### src/assert_macros.svh
// assertion macros for the watchdog rtl
`ifndef ASSERT_MACROS_SVH
`define ASSERT_MACROS_SVH

`ifndef NO_ASSERTIONS

`define ASSERT_PROP(lbl, clk_s, rst_n, prop, msg) \
	lbl: assert property (@(posedge clk_s) disable iff (!rst_n) prop) else $error(msg);

`define ASSERT_NEVER(lbl, clk_s, rst_n, expr, msg) \
	lbl: assert property (@(posedge clk_s) disable iff (!rst_n) !(expr)) else $error(msg);

`else

`define ASSERT_PROP(lbl, clk_s, rst_n, prop, msg)

`define ASSERT_NEVER(lbl, clk_s, rst_n, expr, msg)

`endif

`endif

### src/msww_pkg.sv
// types and constants of the multi source window watchdog
package msww_pkg;

	localparam int LIMITS_W = 50;
	localparam int NUM_LIMIT_REGS = 6;

	// request codes
	localparam logic [2:0] REQ_TICK    = 3'd0;
	localparam logic [2:0] REQ_START   = 3'd1;
	localparam logic [2:0] REQ_STOP    = 3'd2;
	localparam logic [2:0] REQ_DISABLE = 3'd3;
	localparam logic [2:0] REQ_ENABLE  = 3'd4;

	// configuration register indexes
	localparam logic [2:0] CFG_SAMPLE = 3'd6;
	localparam logic [2:0] CFG_PERIOD = 3'd7;

	// fault causes
	localparam logic [1:0] CAUSE_NONE    = 2'd0;
	localparam logic [1:0] CAUSE_KICK    = 2'd1;
	localparam logic [1:0] CAUSE_RUNNING = 2'd2;
	localparam logic [1:0] CAUSE_WINDOW  = 2'd3;

	// source flag bits
	localparam int FLAG_ACTIVE   = 0;
	localparam int FLAG_RUNNING  = 1;
	localparam int FLAG_DEACT    = 2;
	localparam int FLAG_FORCEOFF = 3;

	localparam logic [7:0]  SAMPLE_RESET = 8'd1;
	localparam logic [15:0] PERIOD_RESET = 16'd1000;

	typedef struct packed {
		logic        scaled;
		logic        single;
		logic [15:0] interval;
		logic [15:0] upper;
		logic [15:0] lower;
	} limits_t;

	localparam limits_t LIMITS_RESET_5000 = 50'h1_0000_1388_0000;
	localparam limits_t LIMITS_RESET_2000 = 50'h1_0000_07D0_0000;
	localparam limits_t LIMITS_RESET_SCALED = 50'h2_0BB8_0BB8_0000;

	// per source state word held in memory
	typedef struct packed {
		logic [3:0]  flags;
		logic [15:0] measured;
		logic [23:0] eff;
	} src_state_t;

	typedef struct packed {
		logic       wr;
		logic [1:0] cause;
	} eval_res_t;

endpackage

### src/msww_ram.sv
// single port write, single port read memory with registered read data
module msww_ram #(
	parameter int WIDTH = 44,
	parameter int DEPTH = 6,
	parameter int AW = 3
) (
	input  logic             clk,
	input  logic             we,
	input  logic [AW-1:0]    waddr,
	input  logic [WIDTH-1:0] wdata,
	input  logic [AW-1:0]    raddr,
	output logic [WIDTH-1:0] rdata
);

	logic [WIDTH-1:0] mem [DEPTH];

	always_ff @(posedge clk) begin
		if (we) begin
			mem[waddr] <= wdata;
		end
		rdata <= mem[raddr];
	end

endmodule

### src/msww_eval.sv
// per source update and fault check for one transaction
module msww_eval #(
	parameter int TIME_BITS = 32
) (
	input  logic [2:0]                op,
	input  msww_pkg::src_state_t      st_in,
	input  logic [TIME_BITS-1:0]      kick_in,
	input  msww_pkg::limits_t         lim,
	input  logic [TIME_BITS-1:0]      time_now,
	input  logic [7:0]                sample_interval,
	output msww_pkg::src_state_t      st_out,
	output logic [TIME_BITS-1:0]      kick_out,
	output msww_pkg::eval_res_t       res
);

	localparam logic [TIME_BITS-1:0] SAT_MAX = TIME_BITS'(16'hFFFF);

	logic [TIME_BITS-1:0] elapsed;
	logic [23:0]          prod;

	assign elapsed = time_now - kick_in;
	assign prod = 24'(lim.interval) * 24'(sample_interval);

	always_comb begin
		st_out = st_in;
		kick_out = kick_in;
		res.wr = 1'b0;
		res.cause = msww_pkg::CAUSE_NONE;
		case (op)
			msww_pkg::REQ_TICK: begin
				if (st_in.flags[msww_pkg::FLAG_ACTIVE]) begin
					res.wr = 1'b1;
					if (!lim.single && (32'(elapsed) > 32'(st_in.eff))) begin
						res.cause = msww_pkg::CAUSE_KICK;
					end else if (st_in.flags[msww_pkg::FLAG_RUNNING]) begin
						if (32'(elapsed) > 32'(lim.upper)) begin
							res.cause = msww_pkg::CAUSE_RUNNING;
						end
					end else if ((st_in.measured < lim.lower) || (st_in.measured > lim.upper)) begin
						res.cause = msww_pkg::CAUSE_WINDOW;
					end
					if ((res.cause == msww_pkg::CAUSE_NONE) && st_in.flags[msww_pkg::FLAG_DEACT]) begin
						st_out.flags[msww_pkg::FLAG_ACTIVE] = 1'b0;
					end
				end
			end
			msww_pkg::REQ_START: begin
				res.wr = 1'b1;
				if (!st_in.flags[msww_pkg::FLAG_FORCEOFF]) begin
					kick_out = time_now;
					st_out.flags[msww_pkg::FLAG_ACTIVE] = 1'b1;
					st_out.flags[msww_pkg::FLAG_RUNNING] = 1'b1;
					st_out.flags[msww_pkg::FLAG_DEACT] = 1'b0;
				end
			end
			msww_pkg::REQ_STOP: begin
				res.wr = 1'b1;
				st_out.measured = (elapsed > SAT_MAX) ? 16'hFFFF : elapsed[15:0];
				st_out.flags[msww_pkg::FLAG_RUNNING] = 1'b0;
				if (lim.single) begin
					st_out.flags[msww_pkg::FLAG_DEACT] = 1'b1;
				end else if (lim.scaled) begin
					st_out.eff = prod;
				end else begin
					st_out.eff = 24'(lim.interval);
				end
			end
			msww_pkg::REQ_DISABLE: begin
				res.wr = 1'b1;
				st_out.flags[msww_pkg::FLAG_FORCEOFF] = 1'b1;
				st_out.flags[msww_pkg::FLAG_ACTIVE] = 1'b0;
			end
			msww_pkg::REQ_ENABLE: begin
				// clears the force-off and then starts like a normal start
				res.wr = 1'b1;
				kick_out = time_now;
				st_out.flags[msww_pkg::FLAG_FORCEOFF] = 1'b0;
				st_out.flags[msww_pkg::FLAG_ACTIVE] = 1'b1;
				st_out.flags[msww_pkg::FLAG_RUNNING] = 1'b1;
				st_out.flags[msww_pkg::FLAG_DEACT] = 1'b0;
			end
			default: begin
			end
		endcase
	end

endmodule

### src/multi_source_window_watchdog.sv
// top level of the multi source window watchdog
//
// usage: a transaction is taken on a rising edge with start high and busy low;
// req_type selects tick, start, stop, disable or enable and source_index
// picks the source. every transaction gives exactly one result: done is high
// for one cycle with feed_pulse, tripped, fault_source and fault_cause valid.
// the receiver cannot stall; results are simply presented for that cycle.
// a tick with no check pass, or an ignored transaction, gives its result in
// the cycle after acceptance. a source command runs through ST_RD (read the
// per source memory) and ST_EX (update and write back). a tick that runs a
// check pass walks the sources through the same memory port, each through
// ST_RD and ST_EX in turn, visiting at most NUM_SOURCES of them (the walk
// stops at the first fault). busy is low again in the cycle done is shown, so
// the next transaction may start there. configuration is written through
// cfg_we / cfg_index / cfg_data; the user must do so only while idle, the
// block does not enforce it. reset clears time, trip state and all source
// state at once; no clearing pass is needed.
`include "assert_macros.svh"

module multi_source_window_watchdog #(
	parameter int NUM_SOURCES = 6,
	parameter int TIME_BITS = 32
) (
	input  logic                          clk,
	input  logic                          arst_n,
	input  logic                          start,
	input  logic [2:0]                    req_type,
	input  logic [2:0]                    source_index,
	output logic                          busy,
	output logic                          done,
	output logic                          feed_pulse,
	output logic                          tripped,
	output logic [2:0]                    fault_source,
	output logic [1:0]                    fault_cause,
	input  logic                          cfg_we,
	input  logic [2:0]                    cfg_index,
	input  logic [msww_pkg::LIMITS_W-1:0] cfg_data
);

	localparam int IDX_W = (NUM_SOURCES > 1) ? $clog2(NUM_SOURCES) : 1;
	localparam int ST_W = $bits(msww_pkg::src_state_t);
	localparam logic [IDX_W-1:0] LAST_IDX = IDX_W'(NUM_SOURCES - 1);

	localparam logic [1:0] ST_IDLE = 2'd0;
	localparam logic [1:0] ST_RD   = 2'd1;
	localparam logic [1:0] ST_EX   = 2'd2;

	logic [1:0]           state_q;
	logic [2:0]           op_q;
	logic [IDX_W-1:0]     cur_idx_q;
	logic [TIME_BITS-1:0] time_q;
	logic [15:0]          period_q;
	logic                 trip_q;
	logic [2:0]           trip_src_q;
	logic [1:0]           trip_cause_q;
	logic                 done_q;
	logic                 feed_q;

	msww_pkg::limits_t    limits_q [msww_pkg::NUM_LIMIT_REGS];
	logic [7:0]           sample_q;
	logic [15:0]          period_cfg_q;
	logic [NUM_SOURCES-1:0] valid_q;
	logic [NUM_SOURCES-1:0] eff_raw_q;

	msww_pkg::src_state_t st_rd;
	msww_pkg::src_state_t st_in;
	msww_pkg::src_state_t st_out;
	logic [TIME_BITS-1:0] kick_rd;
	logic [TIME_BITS-1:0] kick_in;
	logic [TIME_BITS-1:0] kick_out;
	msww_pkg::eval_res_t  ev_res;
	msww_pkg::limits_t    lim_cur;
	logic                 mem_we;
	logic [15:0]          pc_inc;
	logic                 pass_due;
	logic                 req_ok;

	assign busy = (state_q != ST_IDLE);
	assign done = done_q;
	assign feed_pulse = feed_q;
	assign tripped = trip_q;
	assign fault_source = trip_src_q;
	assign fault_cause = trip_cause_q;

	assign lim_cur = limits_q[3'(cur_idx_q)];
	assign pc_inc = period_q + 16'd1;
	assign pass_due = (pc_inc >= period_cfg_q);

	always_comb begin
		req_ok = (req_type inside {[msww_pkg::REQ_START:msww_pkg::REQ_ENABLE]}) &&
			(source_index < 3'(NUM_SOURCES));
	end

	// never-written entries read as reset state; eff follows the raw interval
	// until a stop computes a new one
	always_comb begin
		st_in = st_rd;
		kick_in = kick_rd;
		if (!valid_q[cur_idx_q]) begin
			st_in = '0;
			kick_in = '0;
		end
		if (eff_raw_q[cur_idx_q]) begin
			st_in.eff = 24'(lim_cur.interval);
		end
	end

	assign mem_we = (state_q == ST_EX) && ev_res.wr &&
		((op_q != msww_pkg::REQ_TICK) || (ev_res.cause == msww_pkg::CAUSE_NONE));

	msww_ram #(
		.WIDTH (ST_W),
		.DEPTH (NUM_SOURCES),
		.AW    (IDX_W)
	) u_state_ram (
		.clk   (clk),
		.we    (mem_we),
		.waddr (cur_idx_q),
		.wdata (st_out),
		.raddr (cur_idx_q),
		.rdata (st_rd)
	);

	msww_ram #(
		.WIDTH (TIME_BITS),
		.DEPTH (NUM_SOURCES),
		.AW    (IDX_W)
	) u_kick_ram (
		.clk   (clk),
		.we    (mem_we),
		.waddr (cur_idx_q),
		.wdata (kick_out),
		.raddr (cur_idx_q),
		.rdata (kick_rd)
	);

	msww_eval #(
		.TIME_BITS (TIME_BITS)
	) u_eval (
		.op              (op_q),
		.st_in           (st_in),
		.kick_in         (kick_in),
		.lim             (lim_cur),
		.time_now        (time_q),
		.sample_interval (sample_q),
		.st_out          (st_out),
		.kick_out        (kick_out),
		.res             (ev_res)
	);

	// configuration registers
	always_ff @(posedge clk or negedge arst_n) begin
		if (!arst_n) begin
			limits_q[0] <= msww_pkg::LIMITS_RESET_5000;
			limits_q[1] <= msww_pkg::LIMITS_RESET_5000;
			limits_q[2] <= msww_pkg::LIMITS_RESET_5000;
			limits_q[3] <= msww_pkg::LIMITS_RESET_2000;
			limits_q[4] <= msww_pkg::LIMITS_RESET_5000;
			limits_q[5] <= msww_pkg::LIMITS_RESET_SCALED;
			sample_q <= msww_pkg::SAMPLE_RESET;
			period_cfg_q <= msww_pkg::PERIOD_RESET;
		end else if (cfg_we) begin
			case (cfg_index)
				msww_pkg::CFG_SAMPLE: sample_q <= cfg_data[7:0];
				msww_pkg::CFG_PERIOD: period_cfg_q <= cfg_data[15:0];
				default: limits_q[cfg_index] <= cfg_data;
			endcase
		end
	end

	// entry valid bits and raw interval marks
	always_ff @(posedge clk or negedge arst_n) begin
		if (!arst_n) begin
			valid_q <= '0;
			eff_raw_q <= '1;
		end else begin
			if (mem_we) begin
				valid_q[cur_idx_q] <= 1'b1;
				eff_raw_q[cur_idx_q] <= 1'b0;
			end
			if (cfg_we && (cfg_index < 3'(NUM_SOURCES))) begin
				eff_raw_q[cfg_index[IDX_W-1:0]] <= 1'b1;
			end
		end
	end

	// sequencer
	always_ff @(posedge clk or negedge arst_n) begin
		if (!arst_n) begin
			state_q <= ST_IDLE;
			op_q <= msww_pkg::REQ_TICK;
			cur_idx_q <= '0;
			time_q <= '0;
			period_q <= '0;
			trip_q <= 1'b0;
			trip_src_q <= '0;
			trip_cause_q <= msww_pkg::CAUSE_NONE;
			done_q <= 1'b0;
			feed_q <= 1'b0;
		end else begin
			done_q <= 1'b0;
			feed_q <= 1'b0;
			case (state_q)
				ST_IDLE: begin
					if (start) begin
						op_q <= req_type;
						if (req_type == msww_pkg::REQ_TICK) begin
							time_q <= time_q + TIME_BITS'(1);
							if (pass_due) begin
								period_q <= '0;
								if (!trip_q) begin
									cur_idx_q <= '0;
									state_q <= ST_RD;
								end else begin
									done_q <= 1'b1;
								end
							end else begin
								period_q <= pc_inc;
								done_q <= 1'b1;
							end
						end else if (req_ok) begin
							cur_idx_q <= source_index[IDX_W-1:0];
							state_q <= ST_RD;
						end else begin
							done_q <= 1'b1;
						end
					end
				end
				ST_RD: begin
					state_q <= ST_EX;
				end
				ST_EX: begin
					if (op_q == msww_pkg::REQ_TICK) begin
						if (ev_res.cause != msww_pkg::CAUSE_NONE) begin
							trip_q <= 1'b1;
							trip_src_q <= 3'(cur_idx_q);
							trip_cause_q <= ev_res.cause;
							done_q <= 1'b1;
							state_q <= ST_IDLE;
						end else if (cur_idx_q == LAST_IDX) begin
							done_q <= 1'b1;
							feed_q <= 1'b1;
							state_q <= ST_IDLE;
						end else begin
							cur_idx_q <= cur_idx_q + IDX_W'(1);
							state_q <= ST_RD;
						end
					end else begin
						done_q <= 1'b1;
						state_q <= ST_IDLE;
					end
				end
				default: begin
					state_q <= ST_IDLE;
				end
			endcase
		end
	end

	`ASSERT_PROP(a_done_idle, clk, arst_n, done_q |-> (state_q == ST_IDLE), "result strobe outside idle")
	`ASSERT_PROP(a_trip_sticky, clk, arst_n, trip_q |=> trip_q, "trip latch dropped")
	`ASSERT_NEVER(a_feed_tripped, clk, arst_n, feed_q && trip_q, "feed pulse while tripped")
	`ASSERT_NEVER(a_we_stage, clk, arst_n, mem_we && (state_q != ST_EX), "memory write outside update")
	`ASSERT_PROP(a_cmd_done, clk, arst_n, ((state_q == ST_EX) && (op_q != msww_pkg::REQ_TICK)) |=> done_q, "source command without result")

endmodule

### config.mk
export PLATFORM = sky130hd
export DESIGN_NAME = multi_source_window_watchdog
export DESIGN_NICKNAME = d
export VERILOG_FILES = /design/src/msww_pkg.sv /design/src/msww_ram.sv /design/src/msww_eval.sv /design/src/multi_source_window_watchdog.sv
export VERILOG_INCLUDE_DIRS = /design/src /design/src/src
export SDC_FILE = /design/constraint.sdc
export NUM_CORES = 2
export LEC_CHECK = 0
export BUFFER_PORTS_ARGS = -buffer_cell sky130_fd_sc_hd__buf_2
export CAP_MARGIN = 30
export CORE_MARGIN = 2
export CORE_UTILIZATION = 40
export DETAILED_ROUTE_END_ITERATION = 7
export SKIP_LAST_GASP = 1
export SYNTH_ARGS = -nofsm -noshare
export SYNTH_HDL_FRONTEND = slang
export SYNTH_SLANG_ARGS = --single-unit
### constraint.sdc
create_clock -name clk -period 8.9 [get_ports clk]
set_clock_uncertainty 0.15 [all_clocks]
set_input_delay 1.78 -clock clk [delete_from_list [all_inputs] [get_ports clk]]
set_output_delay 1.78 -clock clk [all_outputs]
set_load 0.02 [all_outputs]
-- Word-level counts from Yosys, hierarchy flattened
Memory sizes are Yosys's and may differ from the RTL's. A register that Yosys moved wholly into a read port is not among the register bits.
Index checks and enable logic that the tools add are counted.
- equal/unequal tests: 16
- $lt $le $gt $ge: 17
- reductions and logical operators: 32
- multiplexer cells: 74
- add/subtract/negate cells: 4
- bitwise operators: 7
- multipliers: 1
- operators with widths (operator ; count):
    bitwise mux 300 bit ; 1
    binary-select mux 50 bit (select 3 bit) ; 1
    demux 50 bit (select 3 bit) ; 1
    two-way mux 50 bit ; 3
    two-way mux 24 bit ; 3
    two-way mux 32 bit ; 2
    one-hot mux 32 bit (2 select lines) ; 1
    two-way mux 44 bit ; 1
    two-way mux 40 bit ; 1
    adder 32 x 1 -> 32 bit, second input constant ; 1
    greater-than comparator 32 x 16 -> 1 bit ; 1
    greater-than comparator 32 x 16 -> 1 bit, second input constant ; 1
    greater-than comparator 32 x 24 -> 1 bit ; 1
    two-way mux 16 bit ; 2
    subtractor 32 bit ; 1
    two-way mux 3 bit ; 10
    two-way mux 2 bit ; 13
    multiplier 16 x 8 -> 24 bit ; 1
    two-way mux 1 bit ; 22
    adder 16 x 1 -> 16 bit, second input constant ; 1
    >= comparator 16 bit ; 1
    greater-than comparator 16 bit ; 1
    less-than comparator 16 bit ; 1
    == test 3 bit, second input constant ; 4
    39 further kinds ; 76
- input bits: 63
- logic and storage cells: 197
- register bits: 400
- memories: 2
- bits in writable memories: 456
- memories (memory ; depth ; bits a word ; rd ports ; clocked after Yosys merged registers in ; write ports ; line ; RTL):
    u_state_ram.mem ; 6 ; 44 ; 1 ; 1 ; 1 ; msww_ram.sv:15 ; logic [WIDTH-1:0] mem [DEPTH];
    u_kick_ram.mem ; 6 ; 32 ; 1 ; 1 ; 1 ; msww_ram.sv:15 ;

-- Depth between registers and ports, before layout
- depth in word-level cells: 19
- gate-level depth with buffers: 29

-- By module
From an unflattened synthesis, not the netlist that was laid out.
- cell total of the unflattened synthesis: 3656
- area total of the unflattened synthesis: 46390.7 sq um
- by module, submodules not included (module ; cells each ; area an instance (sq um) ; seq. area each (sq um) ; instances):
    multi_source_window_watchdog ; 1427 ; 18210.0 ; 10083.4 ; 1
    msww_ram at u_state_ram ; 569 ; 11180.7 ; 8808.4 ; 1
    msww_eval ; 1242 ; 8941.1 ; 0.0 ; 1
    msww_ram at u_kick_ram ; 418 ; 8059.0 ; 6406.1 ; 1

-- Least setup slack after synthesis
No wires, ideal clock.
- kind: flip-flop to flip-flop
- start point: reg cur_idx_q[0]
- end point: mem u_kick_ram.mem[5][0] in the netlist's numbering (enable)
- cell stages (with the launch flop): 27
- data arrival time: 7.439 ns
- clock period less this slack: 8.018 ns
- path buffers: 4
- slack: 0.882 ns
- cells stage by stage: dfrtp_1 -> clkbuf_1 -> mux4_2 -> o2bb2ai_1 -> clkbuf_1 -> clkbuf_1 -> clkbuf_1 -> nand2_1 -> fa_1 -> a211oi_1 -> o21ai_0 -> a21o_2 -> a21o_1 -> nand3_1 -> nand2_1 -> a21oi_1 -> o21bai_1 -> a2111oi_0 -> nor2_1 -> ha_1 -> nand4_1 -> or2_2 -> o31ai_1 -> a41oi_4 -> a21oi_4 -> nand3_1 -> inv_1
- word-level cells in the longest chain between the ends: 18
- elaborated cells on any way between the ends: 34
- RTL lines (element ; line ; RTL):
    start, declared ; multi_source_window_watchdog.sv:50 ; logic [IDX_W-1:0] cur_idx_q;
    start signal, assigned ; multi_source_window_watchdog.sv:222 ; cur_idx_q <= source_index[IDX_W-1:0];
    start signal, assigned ; multi_source_window_watchdog.sv:245 ; cur_idx_q <= cur_idx_q + IDX_W'(1);
    branches (longest 18 deep; another with subtractor 32 bit) ; n/a ;
    end, declared ; msww_ram.sv:15 ;
Parallel ways; which one is timed is not known. The select of a mux whose other input is x is not followed.

==> results by group <==
Timing
  – Final Hold Fails: 0
  – Fmax: 0.127 GHz
  – Final WS setup: 1.02 ns
  – Final Cycle Share: 88.6%
  – TNS Setup: 0 ns
  – Worst slew margin: 16.0%
  – Slew @ Worst Pin: 1.26 ns
  – Final setup viols: 0
  – Max Slew Vio Count: 0
  – RSZ-0062 raised after global routing: false
  – Min Tclk post-route: 7.88 ns

Cells and area
  – Most common cell after layout, fill and taps aside: edfxtp_1
  – Fillers: 10,000
  – Commonest non-fill, non-tap cells in the layout: edfxtp_1 (456), dfrtp_1 (338), mux2_2 (326)
  – Share of cells above drive strength 1: 19.6%
  – Final net count: 3,949
  – Area grow syn2layout: 12.7%

Setup path
  – WP data required: 9.13 ns
  – Crit. path cell count: 26
  – Worst r2r dst: u_state_ram.mem[0][23]
  – Cell mode on critical path: inv_1
  – CP bufs+invs: 4
  – Crit path to: u_state_ram.mem[0][23]
  – Max FO, Critical Path: 18
  – CP max stage delay: 0.59 ns
  – Startpoint class of the critical path: flip-flop
  – Worst Setup Path Type: flip-flop to flip-flop
  – R2r setup slk: 1.02 ns
  – Register-to-Register Path Depth: 26
  – Worst R2R Start: cur_idx_q[2]
  – Crit. End Element: flip-flop
  – Slowest CP cell: dfrtp_4
  – Cell family with most CP delay: compound AO/OA/AOI/OAI gates
  – CP startpoint: cur_idx_q[2]
  – Data arrival time of the critical path: 8.12 ns

Power and ir drop
  – P_leak: 20.1 nW
  – Power Density: 431 nW/um2
  – IR drop worst, VDD: 0.000485 V

Floorplan
  – Die Span X: 339 um
  – Die ar.: 115,000 um2
  – Row cnt: 122
  – Core ar.: 111,000 um2
  – Initial Util: 40.4%
  – Die Height: 339 um
  – Ports: 72

Yosys
  – Syn nets: 3,899
  – #FFs+latches synth: 932
  – Avg Cell Area, Syn: 12.5 um2
  – Post-synthesis cell count: 3,585
  – Ys Warns: 0
  – Async SR Flop Fraction: 42.9%
  – Post-synth EDFFs: 456
  – Share of the synthesized area in the top cell type: 30.6%
  – Ys flop type: edfxtp_1
  – Sequential area share after synthesis: 56.4%
  – Yosys top cell by area: edfxtp_1
  – Largest cells by area after synthesis: edfxtp_1 (31%), dfrtp_1 (19%), mux2_2 (8.2%), ha_1 (4.6%), fa_1 (3.8%)
  – Mapped Area: 44,800 um2
  – Post-synth cell types: 79

CTS
  – H-tree depth: 3
  – TritonCTS Buffers: 99
  – Max clock buf depth: 3
  – CTS Hold Bufs: 0
  – Resized cells post-CTS: 0
  – Post-CTS Setup Bufs: 0
  – Root buffer cell: clkbuf_16
  – # clock sinks: 932
  – Skew-Pair Late Insertion Delay: 0.70 ns
  – CTS clk-pin slew, worst paths: 0.06 ns
  – CTS tree: built

Route
  – Routed vias: 29,500
  – DRT iter0 DRCs: 2,527
  – Avg WL per Cell: 23.0 um
  – Detailed Route WL: 120 mm
  – Residual DRC: 0
  – DR pass1 iterations: 6
  – Via/cell ratio: 5.67
  – Count of antenna-violating nets left after detailed routing: 0

GRT
  – GRT Resource Usage Total: 20.7%
  – Initial antenna violation count: 4
  – Vias in the first global route: 29,700
  – Largest net degree at the start of global routing: 163
  – Total gr overflow: 0
  – First-pass GRT wire length: 185 mm

Placement
  – HPWL Detailed: 77.0 mm
  – # port buffers: 71
  – Post-place setup slack: 1.06 ns
  – GP Congestion: 0.837

Run
  – Number of max-cap violations: 0

Hold path
  – Hold_sp: u_state_ram.mem[5][30]
  – Hold Crit Class: flip-flop to flip-flop

Run status
  – Outcome: completed
registers in the layout, indices dropped and copies added, names as in the netlist, 6 cells and up:
signal             flops
time_q                32
u_kick_ram.rdata      32
u_state_ram.rdata     44
valid_q                6
u_kick_ram.mem       192
period_q              16
sample_q               8
period_cfg_q          16
eff_raw_q              6
limits_q             300
u_state_ram.mem      264
through the flow:
stage / util [%] / area [um2] / hold slack (ns) / std cells / total power [mW]
floorplan: - / 44800 / 0.275 / 3585 / 14.0
finish: 45.5 / 50500 / 0.272 / 5211 / 21.8
detailed placement: 42.5 / 47200 / 0.284 / 5019 / 17.6
CTS: 45.5 / 50400 / 0.278 / 5207 / 21.8
global route: 45.5 / 50500 / 0.320 / 5211 / 23.3
global placement: 42.4 / 47100 / 0.279 / 5013 / 17.5
worst register-to-register path, cell delays in order (launching register included):
cell and delay [ns]:
dfrtp_4 0.59, nand2b_1 0.39, nor2_4 0.57, a222oi_1 0.18, o21ai_1 0.42, and2_1 0.26
fa_1 0.18, inv_1 0.05, fa_1 0.53, inv_1 0.04, ha_1 0.26, inv_1 0.05
fa_1 0.53, inv_1 0.04, ha_1 0.32, nor2b_1 0.14, o21ai_0 0.23, a21oi_1 0.16
o41ai_1 0.32, o21ai_0 0.20, o41ai_1 0.55, o21ai_0 0.28, a311oi_1 0.45, o21bai_1 0.12
a21oi_1 0.18, xnor2_1 0.19, o22ai_1 0.20
cells in the mapped netlist, types with 19 or more instances:
cell	instances
a31oi_1	47
xor2_1	32
clkbuf_1	165
a21o_1	45
mux2_2	326
dfrtp_1	341
nand3_1	69
fa_1	85
a22oi_1	157
nor3_1	19
nand2_1	304
nand2b_1	24
inv_1	144
o221ai_1	45
o21ai_0	97
a22o_1	29
buf_1	25
xnor2_1	59
nor2_1	175
mux2i_1	76
a222oi_1	26
a32o_1	32
a221oi_1	28
ha_1	166
dfxtp_1	76
dfstp_2	59
and2_1	84
edfxtp_1	456
nand4_1	28
a21oi_1	173
how the worst min path moves through the flow:
stage,end,cells past startpoint,slack (ns)
after floorplan,u_kick_ram.rdata[10],2,0.28
after global placement,u_state_ram.rdata[19],2,0.28
after detailed placement,u_kick_ram.rdata[27],2,0.28
after CTS,u_state_ram.rdata[30],2,0.28
after global routing,u_kick_ram.rdata[27],2,0.32
final,u_state_ram.rdata[30],2,0.27
routing by layer:
layer | part of all wire [%] | global-route usage, %
met1 | 46 | 29.4
met2 | 47 | 33.7
met3 | 4.9 | 2.37
met4 | 2.0 | 5.80
met5 | 0.011 | 0
cell families after synthesis:
| group | after synthesis | share of synthesized area, % |
|---|---|---|
| AOI/OAI and AO/OA | 798 | 12.5 |
| DFF | 932 | 56.4 |
| muxes | 405 | 10.0 |
| and+or+nand+nor | 768 | 7.93 |
| buffers and inverters | 340 | 2.86 |
| adders and majority gates | 251 | 8.43 |
| xor gates and xnor gates | 91 | 1.78 |
layout make-up:
cell class	instances	area [um2]	area share, %
clock inverters	52	543	1.07
repair buffers	144	1140	2.27
flip-flops and latches	932	25300	50.1
clock buffers	136	2730	5.40
inverters	145	562	1.11
multi-input cells	2313	18400	36.4
diodes	1	2.50	0.00495
well taps	1488	1860	3.68
where the power goes:
group | switching, mW | internal (mW)
clock | 1.77 | 2.34
combinational | 7.23 | 4.36
sequential | 0.450 | 5.60
Note: power is estimated with default switching activity, not from simulation.
